<file path="src/hw/rtl/alkv_pkg.sv">
// Shared types, constants and character helpers for the alarm line parser.
// No dependencies; imported by every module of the block.
`default_nettype none

package alkv_pkg;

    // Sizing
    localparam int NAME_MAX      = 32;
    localparam int PREFIX_LENGTH = 13;
    localparam int DET_DEPTH     = NAME_MAX - 1;
    localparam int DET_CNT_W     = $clog2(NAME_MAX);
    localparam int PFX_POS_W     = 5;

    // Port widths
    localparam int S_TDATA_W = 8;
    localparam int M_TDATA_W = 40;
    localparam int TUSER_W   = 2;

    // Value limits
    localparam logic [6:0] CONF_MAX = 7'd100;
    localparam logic [1:0] SRC_INVALID = 2'd3;

    // Characters
    localparam logic [7:0] CH_NUL = 8'h00;
    localparam logic [7:0] CH_SP  = 8'h20;
    localparam logic [7:0] CH_TAB = 8'h09;
    localparam logic [7:0] CH_CR  = 8'h0D;
    localparam logic [7:0] CH_LF  = 8'h0A;
    localparam logic [7:0] CH_EQ  = 8'h3D;
    localparam logic [7:0] CH_LX  = 8'h78;
    localparam logic [7:0] CH_UX  = 8'h58;

    // Line prefix, padded with zeros to the full position range
    localparam logic [7:0] PREFIX_TABLE [32] = '{
        8'h42, 8'h41, 8'h53, 8'h41, 8'h4E, 8'h4F, 8'h53, 8'h2D,
        8'h41, 8'h4C, 8'h41, 8'h52, 8'h4D, 8'h00, 8'h00, 8'h00,
        8'h00, 8'h00, 8'h00, 8'h00, 8'h00, 8'h00, 8'h00, 8'h00,
        8'h00, 8'h00, 8'h00, 8'h00, 8'h00, 8'h00, 8'h00, 8'h00
    };

    // Known keys; fam is padded to four entries
    localparam logic [7:0] KEY_DET_TEXT [8] = '{
        8'h64, 8'h65, 8'h74, 8'h65, 8'h63, 8'h74, 8'h6F, 8'h72
    };
    localparam logic [7:0] KEY_CONF_TEXT [4] = '{8'h63, 8'h6F, 8'h6E, 8'h66};
    localparam logic [7:0] KEY_FAM_TEXT  [4] = '{8'h66, 8'h61, 8'h6D, 8'h00};
    localparam logic [3:0] KEY_DET_LEN  = 4'd8;
    localparam logic [3:0] KEY_CONF_LEN = 4'd4;
    localparam logic [3:0] KEY_FAM_LEN  = 4'd3;

    // Key candidate bit positions
    localparam int KB_DET  = 0;
    localparam int KB_CONF = 1;
    localparam int KB_FAM  = 2;

    typedef enum logic [8:0] {
        PH_LEAD   = 9'b000000001,
        PH_PREFIX = 9'b000000010,
        PH_AFTER  = 9'b000000100,
        PH_GAP    = 9'b000001000,
        PH_KEY    = 9'b000010000,
        PH_VALUE  = 9'b000100000,
        PH_SKIP   = 9'b001000000,
        PH_FAIL   = 9'b010000000,
        PH_ENDED  = 9'b100000000
    } phase_t;

    // Verdict of one finished line, handed from parser to emitter
    typedef struct packed {
        logic                 valid;
        logic [1:0]           src;
        logic [6:0]           conf;
        logic [7:0]           fam;
        logic [DET_CNT_W-1:0] cnt;
    } line_sum_t;

    function automatic logic is_ws(input logic [7:0] ch);
        return (ch == CH_SP) || (ch == CH_TAB) || (ch == CH_CR) || (ch == CH_LF);
    endfunction

endpackage

`default_nettype wire

</file>
<file path="src/hw/rtl/alarm_line_key_value_parser.sv">
// Flow: a word is registered at the edge it is taken; an end-of-line verdict is
//   then loaded into the output register once that register is free.
// Throughput: one character word per cycle; the parser stalls while a run drains. An
//   end-of-line word with N stored name bytes gives max(N,1) result words, one per
//   cycle unless the output stalls, through the single read port of the name store.
// Reset: synchronous on aresetn low; clears the line state and both valids.
// Top level of the alarm line key=value parser; depends on alkv_pkg,
// alkv_parse and alkv_emit.
`default_nettype none

module alarm_line_key_value_parser
    import alkv_pkg::*;
(
    input  logic                 aclk,
    input  logic                 aresetn,
    // input words
    input  logic                 s_tvalid,
    output logic                 s_tready,
    input  logic [S_TDATA_W-1:0] s_tdata,   // [7:0] char_byte
    input  logic                 s_tlast,   // end_of_line
    input  logic [TUSER_W-1:0]   s_tuser,   // [1:0] source
    // result words
    output logic                 m_tvalid,
    input  logic                 m_tready,
    output logic [M_TDATA_W-1:0] m_tdata,   // [0] valid_res, [7:1] confidence,
                                            // [15:8] families, [20:16] detector_length,
                                            // [28:21] name_byte, [33:29] name_index,
                                            // [39:34] zero
    output logic                 m_tlast,   // last
    output logic [TUSER_W-1:0]   m_tuser    // [1:0] source_echo
);

    // The parser updates its line state from the input register every cycle
    // the emitter is not draining a run. The name store lives in the parser;
    // the emitter reads it one byte per result word and keeps the parser
    // stalled until the last byte has left the store.
    logic                 line_done;
    line_sum_t            line_sum;
    logic                 emit_busy;
    logic [DET_CNT_W-1:0] rd_idx;
    logic [7:0]           rd_byte;

    alkv_parse u_parse (
        .aclk      (aclk),
        .aresetn   (aresetn),
        .s_tvalid  (s_tvalid),
        .s_tready  (s_tready),
        .s_tdata   (s_tdata),
        .s_tlast   (s_tlast),
        .s_tuser   (s_tuser),
        .emit_busy (emit_busy),
        .line_done (line_done),
        .line_sum  (line_sum),
        .rd_idx    (rd_idx),
        .rd_byte   (rd_byte)
    );

    // Result words wait in the output register; the parser keeps taking
    // characters while a finished single-word verdict waits there.
    alkv_emit u_emit (
        .aclk      (aclk),
        .aresetn   (aresetn),
        .line_done (line_done),
        .line_sum  (line_sum),
        .emit_busy (emit_busy),
        .rd_idx    (rd_idx),
        .rd_byte   (rd_byte),
        .m_tvalid  (m_tvalid),
        .m_tready  (m_tready),
        .m_tdata   (m_tdata),
        .m_tlast   (m_tlast),
        .m_tuser   (m_tuser)
    );

endmodule

`default_nettype wire

</file>
<file path="src/hw/rtl/alkv_parse.sv">
// Input register, per-character line parser and detector name store.
// Depends on alkv_pkg.
`default_nettype none

module alkv_parse
    import alkv_pkg::*;
(
    input  logic                 aclk,
    input  logic                 aresetn,
    input  logic                 s_tvalid,
    output logic                 s_tready,
    input  logic [S_TDATA_W-1:0] s_tdata,
    input  logic                 s_tlast,
    input  logic [TUSER_W-1:0]   s_tuser,
    input  logic                 emit_busy,
    output logic                 line_done,
    output line_sum_t            line_sum,
    input  logic [DET_CNT_W-1:0] rd_idx,
    output logic [7:0]           rd_byte
);

    // input register
    logic               in_valid_reg;
    logic [7:0]         in_char_reg;
    logic               in_eol_reg;
    logic [TUSER_W-1:0] in_src_reg;

    // parse state
    phase_t                phase_reg, phase_next;
    logic [PFX_POS_W-1:0]  pfx_pos_reg, pfx_pos_next;
    logic [3:0]            klen_reg, klen_next;
    logic [2:0]            kflags_reg, kflags_next;
    logic [31:0]           acc_reg, acc_next;
    logic                  vhex_reg, vhex_next;
    logic                  vxpend_reg, vxpend_next;
    logic                  vany_reg, vany_next;
    logic                  verr_reg, verr_next;
    logic [1:0]            vlen_reg, vlen_next;
    logic [DET_CNT_W-1:0]  det_count_reg, det_count_next;
    logic [6:0]            conf_reg, conf_next;
    logic [7:0]            fam_reg, fam_next;
    logic                  have_det_reg, have_det_next;
    logic [7:0]            det_store_reg [DET_DEPTH];

    logic                  consume, step;
    logic [7:0]            ch;
    logic                  ws, ch_nul;
    logic [PFX_POS_W-1:0]  pfx_pos_cur;
    logic [PFX_POS_W:0]    pfx_pos_inc;
    logic                  pfx_hit;
    logic [3:0]            klen_base;
    logic [2:0]            kflags_base;
    logic                  det_hit, conf_hit, fam_hit;
    logic [2:0]            kflags_key;
    logic [3:0]            klen_inc;
    logic [2:0]            kflags_val;
    logic [DET_CNT_W-1:0]  det_idx;
    logic                  det_room, det_we;
    logic                  is_num, x_start, hex_eff;
    logic [31:0]           acc_eff;
    logic                  dig_ok;
    logic [3:0]            dig_val;
    logic [35:0]           acc_wide, prod, sum;
    logic                  ovf;
    logic                  fin_ok;
    logic [6:0]            fin_conf, conf_sat;
    logic [7:0]            fin_fam;
    logic                  src_ok, pre_ok, line_ok;

    assign consume   = in_valid_reg && !emit_busy;
    assign s_tready  = !in_valid_reg || !emit_busy;
    assign step      = consume && !in_eol_reg;
    assign line_done = consume && in_eol_reg;
    assign ch        = in_char_reg;
    assign ws        = is_ws(ch);
    assign ch_nul    = (ch == CH_NUL);

    // prefix compare; leading whitespace phase starts at position zero
    assign pfx_pos_cur = (phase_reg == PH_LEAD) ? '0 : pfx_pos_reg;
    assign pfx_pos_inc = {1'b0, pfx_pos_cur} + 1'b1;
    assign pfx_hit     = !ch_nul && (ch == PREFIX_TABLE[pfx_pos_cur]);

    // key candidate tracking; a key begins fresh out of the gap phase
    assign klen_base   = (phase_reg == PH_GAP) ? 4'd0 : klen_reg;
    assign kflags_base = (phase_reg == PH_GAP) ? 3'b111 : kflags_reg;
    assign det_hit  = (klen_base < KEY_DET_LEN) && (ch == KEY_DET_TEXT[klen_base[2:0]]);
    assign conf_hit = (klen_base < KEY_CONF_LEN) && (ch == KEY_CONF_TEXT[klen_base[1:0]]);
    assign fam_hit  = (klen_base < KEY_FAM_LEN) && (ch == KEY_FAM_TEXT[klen_base[1:0]]);
    assign kflags_key = kflags_base & {fam_hit, conf_hit, det_hit};
    assign klen_inc   = (klen_base == 4'hF) ? 4'hF : klen_base + 4'd1;
    assign kflags_val = kflags_reg & {klen_reg == KEY_FAM_LEN, klen_reg == KEY_CONF_LEN,
                                      klen_reg == KEY_DET_LEN};

    // detector value bytes; first byte of a value restarts the name
    assign det_idx  = (vlen_reg == 2'd0) ? '0 : det_count_reg;
    assign det_room = det_idx < DET_CNT_W'(DET_DEPTH);

    // numeric value: one digit per character, decimal or 0x hex
    assign is_num  = kflags_reg[KB_CONF] || kflags_reg[KB_FAM];
    assign x_start = !vxpend_reg && !vhex_reg && (vlen_reg == 2'd1) && (acc_reg == 32'd0)
                     && ((ch == CH_LX) || (ch == CH_UX));
    assign hex_eff = vhex_reg || vxpend_reg;
    assign acc_eff = vxpend_reg ? 32'd0 : acc_reg;

    always_comb begin
        dig_ok  = 1'b1;
        dig_val = 4'd0;
        if (ch >= 8'h30 && ch <= 8'h39) begin
            dig_val = 4'(ch - 8'h30);
        end else if (hex_eff && ch >= 8'h61 && ch <= 8'h66) begin
            dig_val = 4'(ch - 8'h57);
        end else if (hex_eff && ch >= 8'h41 && ch <= 8'h46) begin
            dig_val = 4'(ch - 8'h37);
        end else begin
            dig_ok = 1'b0;
        end
    end

    assign acc_wide = {4'b0, acc_eff};
    assign prod     = hex_eff ? (acc_wide << 4) : ((acc_wide << 3) + (acc_wide << 1));
    assign sum      = prod + {32'b0, dig_val};
    assign ovf      = sum[35:32] != 4'd0;

    // close of a value token
    assign conf_sat = (acc_reg > {25'b0, CONF_MAX}) ? CONF_MAX : acc_reg[6:0];
    assign fin_ok   = !kflags_reg[KB_DET] && !verr_reg && !vxpend_reg && vany_reg;
    assign fin_conf = (fin_ok && kflags_reg[KB_CONF]) ? conf_sat : conf_reg;
    assign fin_fam  = (fin_ok && !kflags_reg[KB_CONF] && kflags_reg[KB_FAM])
                      ? acc_reg[7:0] : fam_reg;

    // line verdict, valid in the cycle the end-of-line word is taken
    assign src_ok  = in_src_reg != SRC_INVALID;
    assign pre_ok  = (phase_reg != PH_LEAD) && (phase_reg != PH_PREFIX)
                     && (phase_reg != PH_FAIL);
    assign line_ok = src_ok && pre_ok;

    always_comb begin
        line_sum.valid = line_ok && have_det_reg && (det_count_reg != '0);
        line_sum.src   = in_src_reg;
        line_sum.conf  = line_ok ? ((phase_reg == PH_VALUE) ? fin_conf : conf_reg) : 7'd0;
        line_sum.fam   = line_ok ? ((phase_reg == PH_VALUE) ? fin_fam : fam_reg) : 8'd0;
        line_sum.cnt   = line_ok ? det_count_reg : '0;
    end

    always_comb begin
        phase_next     = phase_reg;
        pfx_pos_next   = pfx_pos_reg;
        klen_next      = klen_reg;
        kflags_next    = kflags_reg;
        acc_next       = acc_reg;
        vhex_next      = vhex_reg;
        vxpend_next    = vxpend_reg;
        vany_next      = vany_reg;
        verr_next      = verr_reg;
        vlen_next      = vlen_reg;
        det_count_next = det_count_reg;
        conf_next      = conf_reg;
        fam_next       = fam_reg;
        have_det_next  = have_det_reg;
        det_we         = 1'b0;
        if (line_done) begin
            phase_next     = PH_LEAD;
            pfx_pos_next   = '0;
            klen_next      = 4'd0;
            kflags_next    = 3'b111;
            acc_next       = 32'd0;
            vhex_next      = 1'b0;
            vxpend_next    = 1'b0;
            vany_next      = 1'b0;
            verr_next      = 1'b0;
            vlen_next      = 2'd0;
            det_count_next = '0;
            conf_next      = 7'd0;
            fam_next       = 8'd0;
            have_det_next  = 1'b0;
        end else if (step) begin
            unique case (phase_reg)
                PH_LEAD, PH_PREFIX: begin
                    if (!(phase_reg == PH_LEAD && ws)) begin
                        if (!pfx_hit) begin
                            phase_next = PH_FAIL;
                        end else begin
                            pfx_pos_next = pfx_pos_inc[PFX_POS_W-1:0];
                            phase_next   = (pfx_pos_inc >= (PFX_POS_W+1)'(PREFIX_LENGTH))
                                           ? PH_AFTER : PH_PREFIX;
                        end
                    end
                end
                PH_AFTER: begin
                    if (ch_nul)  phase_next = PH_ENDED;
                    else if (ws) phase_next = PH_GAP;
                    else         phase_next = PH_FAIL;
                end
                PH_GAP: begin
                    if (ch_nul) begin
                        phase_next = PH_ENDED;
                    end else if (ch == CH_EQ) begin
                        phase_next = PH_SKIP;
                    end else if (!ws) begin
                        klen_next   = klen_inc;
                        kflags_next = kflags_key;
                        phase_next  = PH_KEY;
                    end
                end
                PH_KEY: begin
                    if (ch_nul) begin
                        phase_next = PH_ENDED;
                    end else if (ws) begin
                        phase_next = PH_GAP;
                    end else if (ch == CH_EQ) begin
                        kflags_next = kflags_val;
                        acc_next    = 32'd0;
                        vhex_next   = 1'b0;
                        vxpend_next = 1'b0;
                        vany_next   = 1'b0;
                        verr_next   = 1'b0;
                        vlen_next   = 2'd0;
                        phase_next  = PH_VALUE;
                    end else begin
                        klen_next   = klen_inc;
                        kflags_next = kflags_key;
                    end
                end
                PH_VALUE: begin
                    if (ch_nul || ws) begin
                        conf_next  = fin_conf;
                        fam_next   = fin_fam;
                        phase_next = ch_nul ? PH_ENDED : PH_GAP;
                    end else begin
                        vlen_next = (vlen_reg == 2'd3) ? 2'd3 : vlen_reg + 2'd1;
                        if (kflags_reg[KB_DET]) begin
                            if (vlen_reg == 2'd0) have_det_next = 1'b1;
                            det_count_next = det_idx;
                            if (det_room) begin
                                det_we         = 1'b1;
                                det_count_next = det_idx + 1'b1;
                            end
                        end else if (is_num && !verr_reg) begin
                            if (x_start) begin
                                vxpend_next = 1'b1;
                            end else begin
                                if (vxpend_reg) begin
                                    vhex_next   = 1'b1;
                                    vxpend_next = 1'b0;
                                    acc_next    = 32'd0;
                                end
                                if (!dig_ok || ovf) begin
                                    verr_next = 1'b1;
                                end else begin
                                    acc_next  = sum[31:0];
                                    vany_next = 1'b1;
                                end
                            end
                        end
                    end
                end
                PH_SKIP: begin
                    if (ch_nul)  phase_next = PH_ENDED;
                    else if (ws) phase_next = PH_GAP;
                end
                PH_FAIL, PH_ENDED: begin
                    phase_next = phase_reg;
                end
                default: begin
                    phase_next = PH_FAIL;
                end
            endcase
        end
    end

    always_ff @(posedge aclk) begin
        if (!aresetn) begin
            in_valid_reg  <= 1'b0;
            phase_reg     <= PH_LEAD;
            pfx_pos_reg   <= '0;
            klen_reg      <= 4'd0;
            kflags_reg    <= 3'b111;
            acc_reg       <= 32'd0;
            vhex_reg      <= 1'b0;
            vxpend_reg    <= 1'b0;
            vany_reg      <= 1'b0;
            verr_reg      <= 1'b0;
            vlen_reg      <= 2'd0;
            det_count_reg <= '0;
            conf_reg      <= 7'd0;
            fam_reg       <= 8'd0;
            have_det_reg  <= 1'b0;
        end else begin
            if (s_tready) in_valid_reg <= s_tvalid;
            phase_reg     <= phase_next;
            pfx_pos_reg   <= pfx_pos_next;
            klen_reg      <= klen_next;
            kflags_reg    <= kflags_next;
            acc_reg       <= acc_next;
            vhex_reg      <= vhex_next;
            vxpend_reg    <= vxpend_next;
            vany_reg      <= vany_next;
            verr_reg      <= verr_next;
            vlen_reg      <= vlen_next;
            det_count_reg <= det_count_next;
            conf_reg      <= conf_next;
            fam_reg       <= fam_next;
            have_det_reg  <= have_det_next;
        end
    end

    // payload and name store, no reset
    always_ff @(posedge aclk) begin
        if (s_tvalid && s_tready) begin
            in_char_reg <= s_tdata;
            in_eol_reg  <= s_tlast;
            in_src_reg  <= s_tuser;
        end
        if (det_we) det_store_reg[det_idx] <= ch;
    end

    assign rd_byte = det_store_reg[rd_idx];

endmodule

`default_nettype wire

</file>
<file path="src/hw/rtl/alkv_emit.sv">
// Result sequencer: turns a line verdict into a run of result words and holds
// the output register. Depends on alkv_pkg; reads the name store in alkv_parse.
`default_nettype none

module alkv_emit
    import alkv_pkg::*;
(
    input  logic                 aclk,
    input  logic                 aresetn,
    input  logic                 line_done,
    input  line_sum_t            line_sum,
    output logic                 emit_busy,
    output logic [DET_CNT_W-1:0] rd_idx,
    input  logic [7:0]           rd_byte,
    output logic                 m_tvalid,
    input  logic                 m_tready,
    output logic [M_TDATA_W-1:0] m_tdata,
    output logic                 m_tlast,
    output logic [TUSER_W-1:0]   m_tuser
);

    logic                 busy_reg, busy_next;
    logic [DET_CNT_W-1:0] idx_reg, idx_next;
    line_sum_t            sum_reg;

    logic                 out_valid_reg;
    logic                 res_valid_reg;
    logic [TUSER_W-1:0]   res_src_reg;
    logic [6:0]           res_conf_reg;
    logic [7:0]           res_fam_reg;
    logic [4:0]           res_len_reg;
    logic [7:0]           res_byte_reg;
    logic [4:0]           res_index_reg;
    logic                 res_last_reg;

    line_sum_t            cur_sum;
    logic [DET_CNT_W-1:0] cur_idx;
    logic                 has_bytes, is_last, out_free, load;

    assign cur_sum   = busy_reg ? sum_reg : line_sum;
    assign cur_idx   = busy_reg ? idx_reg : '0;
    assign has_bytes = cur_sum.cnt != '0;
    assign is_last   = !has_bytes || (cur_idx == cur_sum.cnt - 1'b1);
    assign out_free  = !out_valid_reg || m_tready;
    assign load      = out_free && (busy_reg || line_done);
    assign rd_idx    = cur_idx;
    assign emit_busy = busy_reg;

    always_comb begin
        busy_next = busy_reg;
        idx_next  = idx_reg;
        if (line_done) begin
            busy_next = !(load && is_last);
            idx_next  = load ? DET_CNT_W'(1) : '0;
        end else if (busy_reg && load) begin
            busy_next = !is_last;
            idx_next  = idx_reg + 1'b1;
        end
    end

    always_ff @(posedge aclk) begin
        if (!aresetn) begin
            busy_reg      <= 1'b0;
            idx_reg       <= '0;
            out_valid_reg <= 1'b0;
        end else begin
            busy_reg <= busy_next;
            idx_reg  <= idx_next;
            if (load)          out_valid_reg <= 1'b1;
            else if (m_tready) out_valid_reg <= 1'b0;
        end
    end

    always_ff @(posedge aclk) begin
        if (line_done) sum_reg <= line_sum;
        if (load) begin
            res_valid_reg <= cur_sum.valid;
            res_src_reg   <= cur_sum.src;
            res_conf_reg  <= cur_sum.conf;
            res_fam_reg   <= cur_sum.fam;
            res_len_reg   <= 5'(cur_sum.cnt);
            res_byte_reg  <= has_bytes ? rd_byte : 8'd0;
            res_index_reg <= has_bytes ? 5'(cur_idx) : 5'd0;
            res_last_reg  <= is_last;
        end
    end

    assign m_tvalid = out_valid_reg;
    assign m_tlast  = res_last_reg;
    assign m_tuser  = res_src_reg;
    assign m_tdata  = {6'b0, res_index_reg, res_byte_reg, res_len_reg, res_fam_reg,
                       res_conf_reg, res_valid_reg};

endmodule

`default_nettype wire

</file>
<file path="config.mk">
export PLATFORM = sky130hd
export DESIGN_NAME = alarm_line_key_value_parser
export DESIGN_NICKNAME = d
export VERILOG_FILES = /design/src/hw/rtl/alkv_pkg.sv /design/src/hw/rtl/alarm_line_key_value_parser.sv /design/src/hw/rtl/alkv_parse.sv /design/src/hw/rtl/alkv_emit.sv
export SDC_FILE = /design/constraint.sdc
export NUM_CORES = 1
export LEC_CHECK = 0
export ABC_AREA = 1
export ABC_CLOCK_PERIOD_IN_PS = 6700
export BUFFER_PORTS_ARGS = -buffer_cell sky130_fd_sc_hd__buf_2
export CELL_PAD_IN_SITES_DETAIL_PLACEMENT = 0
export CELL_PAD_IN_SITES_GLOBAL_PLACEMENT = 1
export CORE_MARGIN = 5
export CORE_UTILIZATION = 30
export DETAILED_ROUTE_END_ITERATION = 16
export HOLD_SLACK_MARGIN = 0.03
export PLACE_DENSITY = 0.59
export SYNTH_ARGS = -nofsm -noshare
export SYNTH_HDL_FRONTEND = slang
export SYNTH_SLANG_ARGS = --single-unit
</file>
<file path="constraint.sdc">
create_clock -name aclk -period 6.7 [get_ports aclk]
set_input_delay 1.34 -clock aclk [delete_from_list [all_inputs] [get_ports aclk]]
set_output_delay 1.34 -clock aclk [all_outputs]
set_load 0.02 [all_outputs]
</file>
Word-level counts from Yosys, hierarchy flattened
Memories as Yosys holds them, arrays and structs flattened. A register that Yosys moved wholly into a read port is not among the register bits.
Index checks and enable logic that the tools add are counted.
{"block": "totals", "reg_bits": 151, "ramBits": 248, "rom_bits": 320, "memories": 3}
{"block": "op_classes", "add_sub_neg": 11, "magnitude_cmp": 15, "eq_ne": 50, "n_mux": 120, "bitwise_logic": 9, "n_reduce_logical": 86}
{"memory": "(no name shown)", "words": 32, "width": 8, "rd": 1, "rd_ports_with_merged_regs": 0, "wr": 0, "line": "alkv_parse.sv:81", "text": "assign pfx_hit = !ch_nul && (ch == PREFIX_TABLE[pfx_pos_cur]);"}
{"memory": "u_parse.det_store_reg", "words": 31, "width": 8, "rd": 1, "rd_ports_with_merged_regs": 1, "wr": 1, "line": "alkv_parse.sv:43", "text": "logic [7:0] det_store_reg [DET_DEPTH];"}
{"memory": "(no name shown)", "words": 8, "width": 8, "rd": 1, "rd_ports_with_merged_regs": 0, "wr": 0, "line": "alkv_parse.sv:86", "text": "assign det_hit = (klen_base < KEY_DET_LEN) && (ch == KEY_DET_TEXT[klen_base[2:0]]);"}
{"operator": "32-bit 2-to-1 mux", "count": 9}
{"operator": "9-bit 2-to-1 mux", "count": 13}
{"operator": "8-bit 2-to-1 mux", "count": 12}
{"operator": "32-bit one-hot mux with 2 select lines", "count": 1}
{"operator": "9-bit one-hot mux with 7 select lines", "count": 1}
{"operator": "4-bit 2-to-1 mux", "count": 11}
{"operator": "1-bit 2-to-1 mux", "count": 38}
{"operator": "35-bit by 33-bit adder with 36-bit output", "count": 1}
{"operator": "36-bit by 4-bit adder with 36-bit output", "count": 1}
{"operator": "36-bit 2-to-1 mux", "count": 1}
{"operator": "5-bit 2-to-1 mux", "count": 7}
{"operator": "1-bit logical AND", "count": 33}
{"operator": "8-bit binary-select mux with 2-bit select", "count": 2}
{"operator": "8-bit == test", "count": 4}
{"operator": "32-bit by 7-bit > comparator with 1-bit output (second input constant)", "count": 1}
{"operator": "32-bit zero test", "count": 1}
{"operator": "2-bit inequality test (second input constant)", "count": 15}
{"operator": "10-bit AND reduction", "count": 3}
{"operator": "7-bit 2-to-1 mux", "count": 4}
{"operator": "8-bit by 4-bit == test with 1-bit output (second input constant)", "count": 3}
{"operator": "3-bit 2-to-1 mux", "count": 8}
{"operator": "23-bit 2-to-1 mux", "count": 1}
{"operator": "8-bit by 6-bit == test with 1-bit output (second input constant)", "count": 2}
{"operator": "8-bit by 7-bit == test with 1-bit output (second input constant)", "count": 2}
{"operator": "other kinds (66)", "count": 117}

Longest topological paths before layout
{"block": "logic_depth", "ltp_word": 16, "depth_mapped": 34, "depth_no_buf": 33}

Modules after synthesis
From an unflattened synthesis, not the netlist that was laid out.
{"block": "hier_totals", "hier_cells": 2859, "hier_area_um2": 22800.6}
{"module": "alkv_parse", "instances": 1, "cells_per_inst": 2586, "area_per_inst_um2": 19924.1}
{"module": "alkv_emit", "instances": 1, "cells_per_inst": 273, "area_per_inst_um2": 2876.5}

Least setup slack after synthesis
Ideal clock, no wire load.
{"block": "synth_timing", "path_type": "flip-flop to flip-flop", "startpoint": "register u_parse.in_char_reg[0] (netlist: u_parse.ch[0])", "endpoint": "register u_parse.acc_reg[20]", "t_arrival_ps": 4611, "slack_ps": 1980, "stages_incl_launch_ff": 34, "n_path_buf": 2, "period_less_slack_ps": 4720, "path_cell_list": "edfxtp_1 clkbuf_1 inv_1 ha_1 inv_1 a311oi_1 inv_1 o21ai_0 nand2_1 inv_1 ha_1 inv_1 fa_1 nor2_1 o21ai_1 a21oi_1 nand2_1 nor2_2 nand2_1 nor2_2 nand3_2 nor2_4 nand2_2 nor2_4 nand2_1 nand2_1 nand2_2 nor2_4 nand2_4 buf_6 nand3_1 nand3_1 nand2_1 inv_1"}
{"block": "synth_between", "elab_chain_cells": 15, "word_cells_on_any_way": 50}
{"item": "start: declaration", "line": "alkv_parse.sv:24", "text": "logic [7:0] in_char_reg;"}
{"item": "start signal: assignment", "line": "alkv_parse.sv:310", "text": "in_char_reg <= s_tdata;"}
{"item": "8-bit by 7-bit >= comparator with 1-bit output", "line": "alkv_parse.sv:112", "text": "end else if (hex_eff && ch >= 8'h41 && ch <= 8'h46) begin"}
{"item": "1-bit logical AND (2 in series)", "line": "alkv_parse.sv:112"}
{"item": "4-bit 2-to-1 mux", "line": "alkv_parse.sv:112"}
{"item": "4-bit 2-to-1 mux", "line": "alkv_parse.sv:110", "text": "end else if (hex_eff && ch >= 8'h61 && ch <= 8'h66) begin"}
{"item": "4-bit 2-to-1 mux", "line": "alkv_parse.sv:108", "text": "if (ch >= 8'h30 && ch <= 8'h39) begin"}
{"item": "36-bit by 4-bit adder with 36-bit output", "line": "alkv_parse.sv:121", "text": "assign sum = prod + {32'b0, dig_val};"}
{"item": "4-bit nonzero test", "line": "alkv_parse.sv:122", "text": "assign ovf = sum[35:32] != 4'd0;"}
{"item": "1-bit logical OR", "line": "alkv_parse.sv:247", "text": "if (!dig_ok || ovf) begin"}
{"item": "32-bit 2-to-1 mux", "line": "alkv_parse.sv:247"}
{"item": "32-bit 2-to-1 mux", "line": "alkv_parse.sv:239", "text": "if (x_start) begin"}
{"item": "32-bit 2-to-1 mux", "line": "alkv_parse.sv:238", "text": "end else if (is_num && !verr_reg) begin"}
{"item": "32-bit 2-to-1 mux", "line": "alkv_parse.sv:231", "text": "if (kflags_reg[KB_DET]) begin"}
{"item": "32-bit 2-to-1 mux", "line": "alkv_parse.sv:225", "text": "if (ch_nul || ws) begin"}
{"item": "32-bit one-hot mux with 2 select lines", "line": "alkv_parse.sv:177", "text": "unique case (phase_reg)"}
{"item": "end signal: assignment", "line": "alkv_parse.sv:294", "text": "acc_reg <= acc_next;"}
{"item": "end: declaration", "line": "alkv_parse.sv:33", "text": "logic [31:0] acc_reg, acc_next;"}
Parallel ways exist; a longest one is shown, timed or not. The select of a mux whose other input is x is not followed.
A chain may end at the register's enable or synchronous reset.

Worst setup path after layout
{"block": "layout_timing", "startpoint": "register u_parse.in_char_reg[6] (netlist: u_parse.ch[6])", "endpoint": "register u_parse.acc_reg[14]"}
Same word-level chain as after synthesis.

==> results.md <==
* Die ar. at 82830 µm²
* Unrepaired setup endpoints after global routing: no
* Final Routed Wirelength at 75.90 mm
* Fmax at 179.6 MHz
* Area grow syn2layout at 11.58%
* Mapped Area at ~23000 µm²
* Fin nets at slightly below 3000
* Ys Warns at 0
* Status: completed
* Worst slew margin at 0.1110
* CP peak stage delay at 0.70 ns
* Largest area contributor in the netlist: edfxtp_1
* Hold Crit Class: reg2reg
* CTS clk-pin slew, worst paths at 0.06 ns
* Sequential element share of the synthesized area at 0.4898
* Die Ht at 287.8 µm
* Routed wl met3 at 3.881 mm
* Worst EP arrival at 6.09 ns
* Num ports at 60
* R2R Path Start: u_parse.ch[6]
* Initial Util at 0.3038
* Complex-gate fraction of the synthesized area at 0.1225
* Min Clock Period, post-route at 5.569 ns
* Post-synthesis xor/xnor area fraction at 0.01437
* Count of different cell masters after synthesis at 62
* Static Leak at 9.916 nW
* Worst-Skew Late Latency at 0.59 ns
* Met2 WL post-DR at between 30 and 40 mm
* Core area at between 70000 and 80000 µm²
* Root buffer selected by CTS: clkbuf_16
* CTS Hold Bufs at 0
* Max-cap viol count at 0
* CTS sink cnt at 407
* Post-Synthesis Cells at 2859
* Most frequent cells after synthesis: nand2_1 (630), nor2_1 (383), edfxtp_1 (319)
* Power per Cell Area at 208.3 nW/µm²
* Total GRT Usage at 0.1792
* DRT iter0 DRCs at 1675
* Hold_sp: u_parse.pfx_pos_reg[4]
* Fraction of registers with async set/reset at 0
* Adder-cell share of the synthesized area at 0.01924
* Final TNS setup at 0 ns
* Final Instance Area at approximately 26000 µm²
* DR pass1 iterations at 6
* Largest net degree at the start of global routing at 89
* H-tree depth at 2
* EDFF count, synth at approximately 320
* CTS tree: yes
* Max-slew violations at 0
* Tcrit/Tclk final at 0.8312
* Worst Setup SP: u_parse.ch[6]
* Vias after detailed routing at about 20000
* TritonCTS buffer count at 44
* First-pass GRT wire length at 116.3 mm
* Vias in the first global route at 18957
* Overflow after GRT at 0
* Peak supply drop at 0.1379 mV
* #FFs+latches synth at 407
* Syn Area/Cell at 8.098 µm²
* Mux cell area share after synthesis at 0
* Setup Buffers After CTS at 0
* Setup Crit Path Kind: reg2reg
* Slowest CP cell: nor2_4
* Setup violators final at 0
* Share of cells above drive strength 1 at 0.1060
* Count leader, synth: nand2_1
* Max FFs per register at around 250
* IO buf count at 53
* Combinational family with the most area after synthesis: simple AND/OR/NAND/NOR gates
* Final Total Pwr at 5.381 mW
* PostCTS Resize Cnt at 0
* CP endpoint kind: flop
* Critical path peak fanout at 33
* Simple-Gate Fraction of Synth Area at 0.2752
* Fin. Hold Viols at 0
* Area contributors post-synth: edfxtp_1 (41%), nand2_1 (10%), dfxtp_1 (7.6%)
* Ant. Diodes at 0
* Via-to-Cell Ratio at 5.048
* Setup Skew at approximately 0.022 ns
* Dpl hpwl at roughly 53 mm
* # rows at 101
* Most frequent cell on the critical path: nand2_1
* Worst-case clock buffer depth at 3
* Cell area after placement at 24380 µm²
* Top sig layer: met4
* Wire length per cell at between 15 and 20 µm
* ANT nets after route at 0
* Actual slew at the worst max-slew pin at 1.321 ns
* Critical Path Start Type: flop
* Detailed-route DRC error count at 0
* Initial antenna violation count at 0
* Top-area cell type share of the netlist area at 0.4137
* Chip width at 287.8 µm
* Met1 wire length at roughly 36 mm
* GP Congestion at 0.8969
* Ys flop type: edfxtp_1
* Data required, critical path at about 7.2 ns
[cells by family after synthesis]
kind of cell / after synthesis
xor gates and xnor gates: 38
adders and majority gates: 35
and+or+nand+nor: 1425
other: 1
AOI/OAI and AO/OA: 509
DFF: 407
buffers and inverters: 444
[layer usage]
layer,vias to the layer above,global-route usage
li1,9642,-
met1,9650,0.2603
met2,502,0.2835
met3,80,0.02557
met4,0,0.04161
met5,-,0
[path summary, 6_finish.rpt]
| kind | to | slack (ns) | depth (start not counted) |
|---|---|---|---|
| worst max register to register | u_parse.acc_reg[14] | 1.13 | 32 |
| worst min register to register | u_parse.pfx_pos_reg[4] | 0.46 | 2 |
| worst min-delay path | u_parse.pfx_pos_reg[4] | 0.46 | 2 |
| worst max-delay path | u_parse.acc_reg[14] | 1.13 | 32 |
[area by class of cell]
cell class	instances	area, µm²
fill	7970	50370
sequential	407	11340
multi-input combinational	2013	10040
tap	1030	1289
inverter	323	1215
clock buffer	60	1181
timing repair buffer	83	490.5
clock inverter	21	272.8
[report_power, final]
| group | total (mW) | internal, mW | switching [mW] |
|---|---|---|---|
| sequential | 2.74 | 2.73 | 0.00881 |
| combinational | 0.160 | 0.0327 | 0.127 |
| clock | 2.48 | 1.44 | 1.04 |
[through the flow]
step	hold slack (ns)	util	setup WS [ns]	cells
2_1_floorplan	0.4271	-	1.980	2864
3_3_place_gp	0.4508	0.3199	1.254	3856
3_5_place_dp	0.4512	0.3199	1.199	3856
4_1_cts	0.4607	0.3390	1.157	3937
5_1_grt	0.4805	0.3390	0.4791	3937
6_report	0.4552	0.3390	1.131	3937
[cell usage in the layout, fill, tap and decap left out, drive strengths merged, types with 14 or more instances in the layout]
cell | synthesis | layout
xor2 | 24 | 24
a21oi | 143 | 143
edfxtp | 319 | 319
nand4 | 59 | 59
dfxtp | 88 | 88
clkbuf | 79 | 60
inv | 321 | 321
ha | 34 | 34
nor3 | 30 | 30
a211oi | 22 | 22
clkinv | 2 | 15
xnor2 | 14 | 14
o22ai | 68 | 68
buf | 42 | 83
nand2 | 682 | 682
o21ai | 232 | 232
nor2 | 425 | 425
nand3 | 208 | 208
[critical path, delay by kind of cell (launching register included)]
kind                       cells  cell delay [ns]
buffers and inverters          7             0.76
DFF                            1             0.35
and+or+nand+nor               19             2.86
adders and majority gates      2             0.56
AOI/OAI and AO/OA              4             0.93
Note: power is estimated with default switching activity, not from simulation.
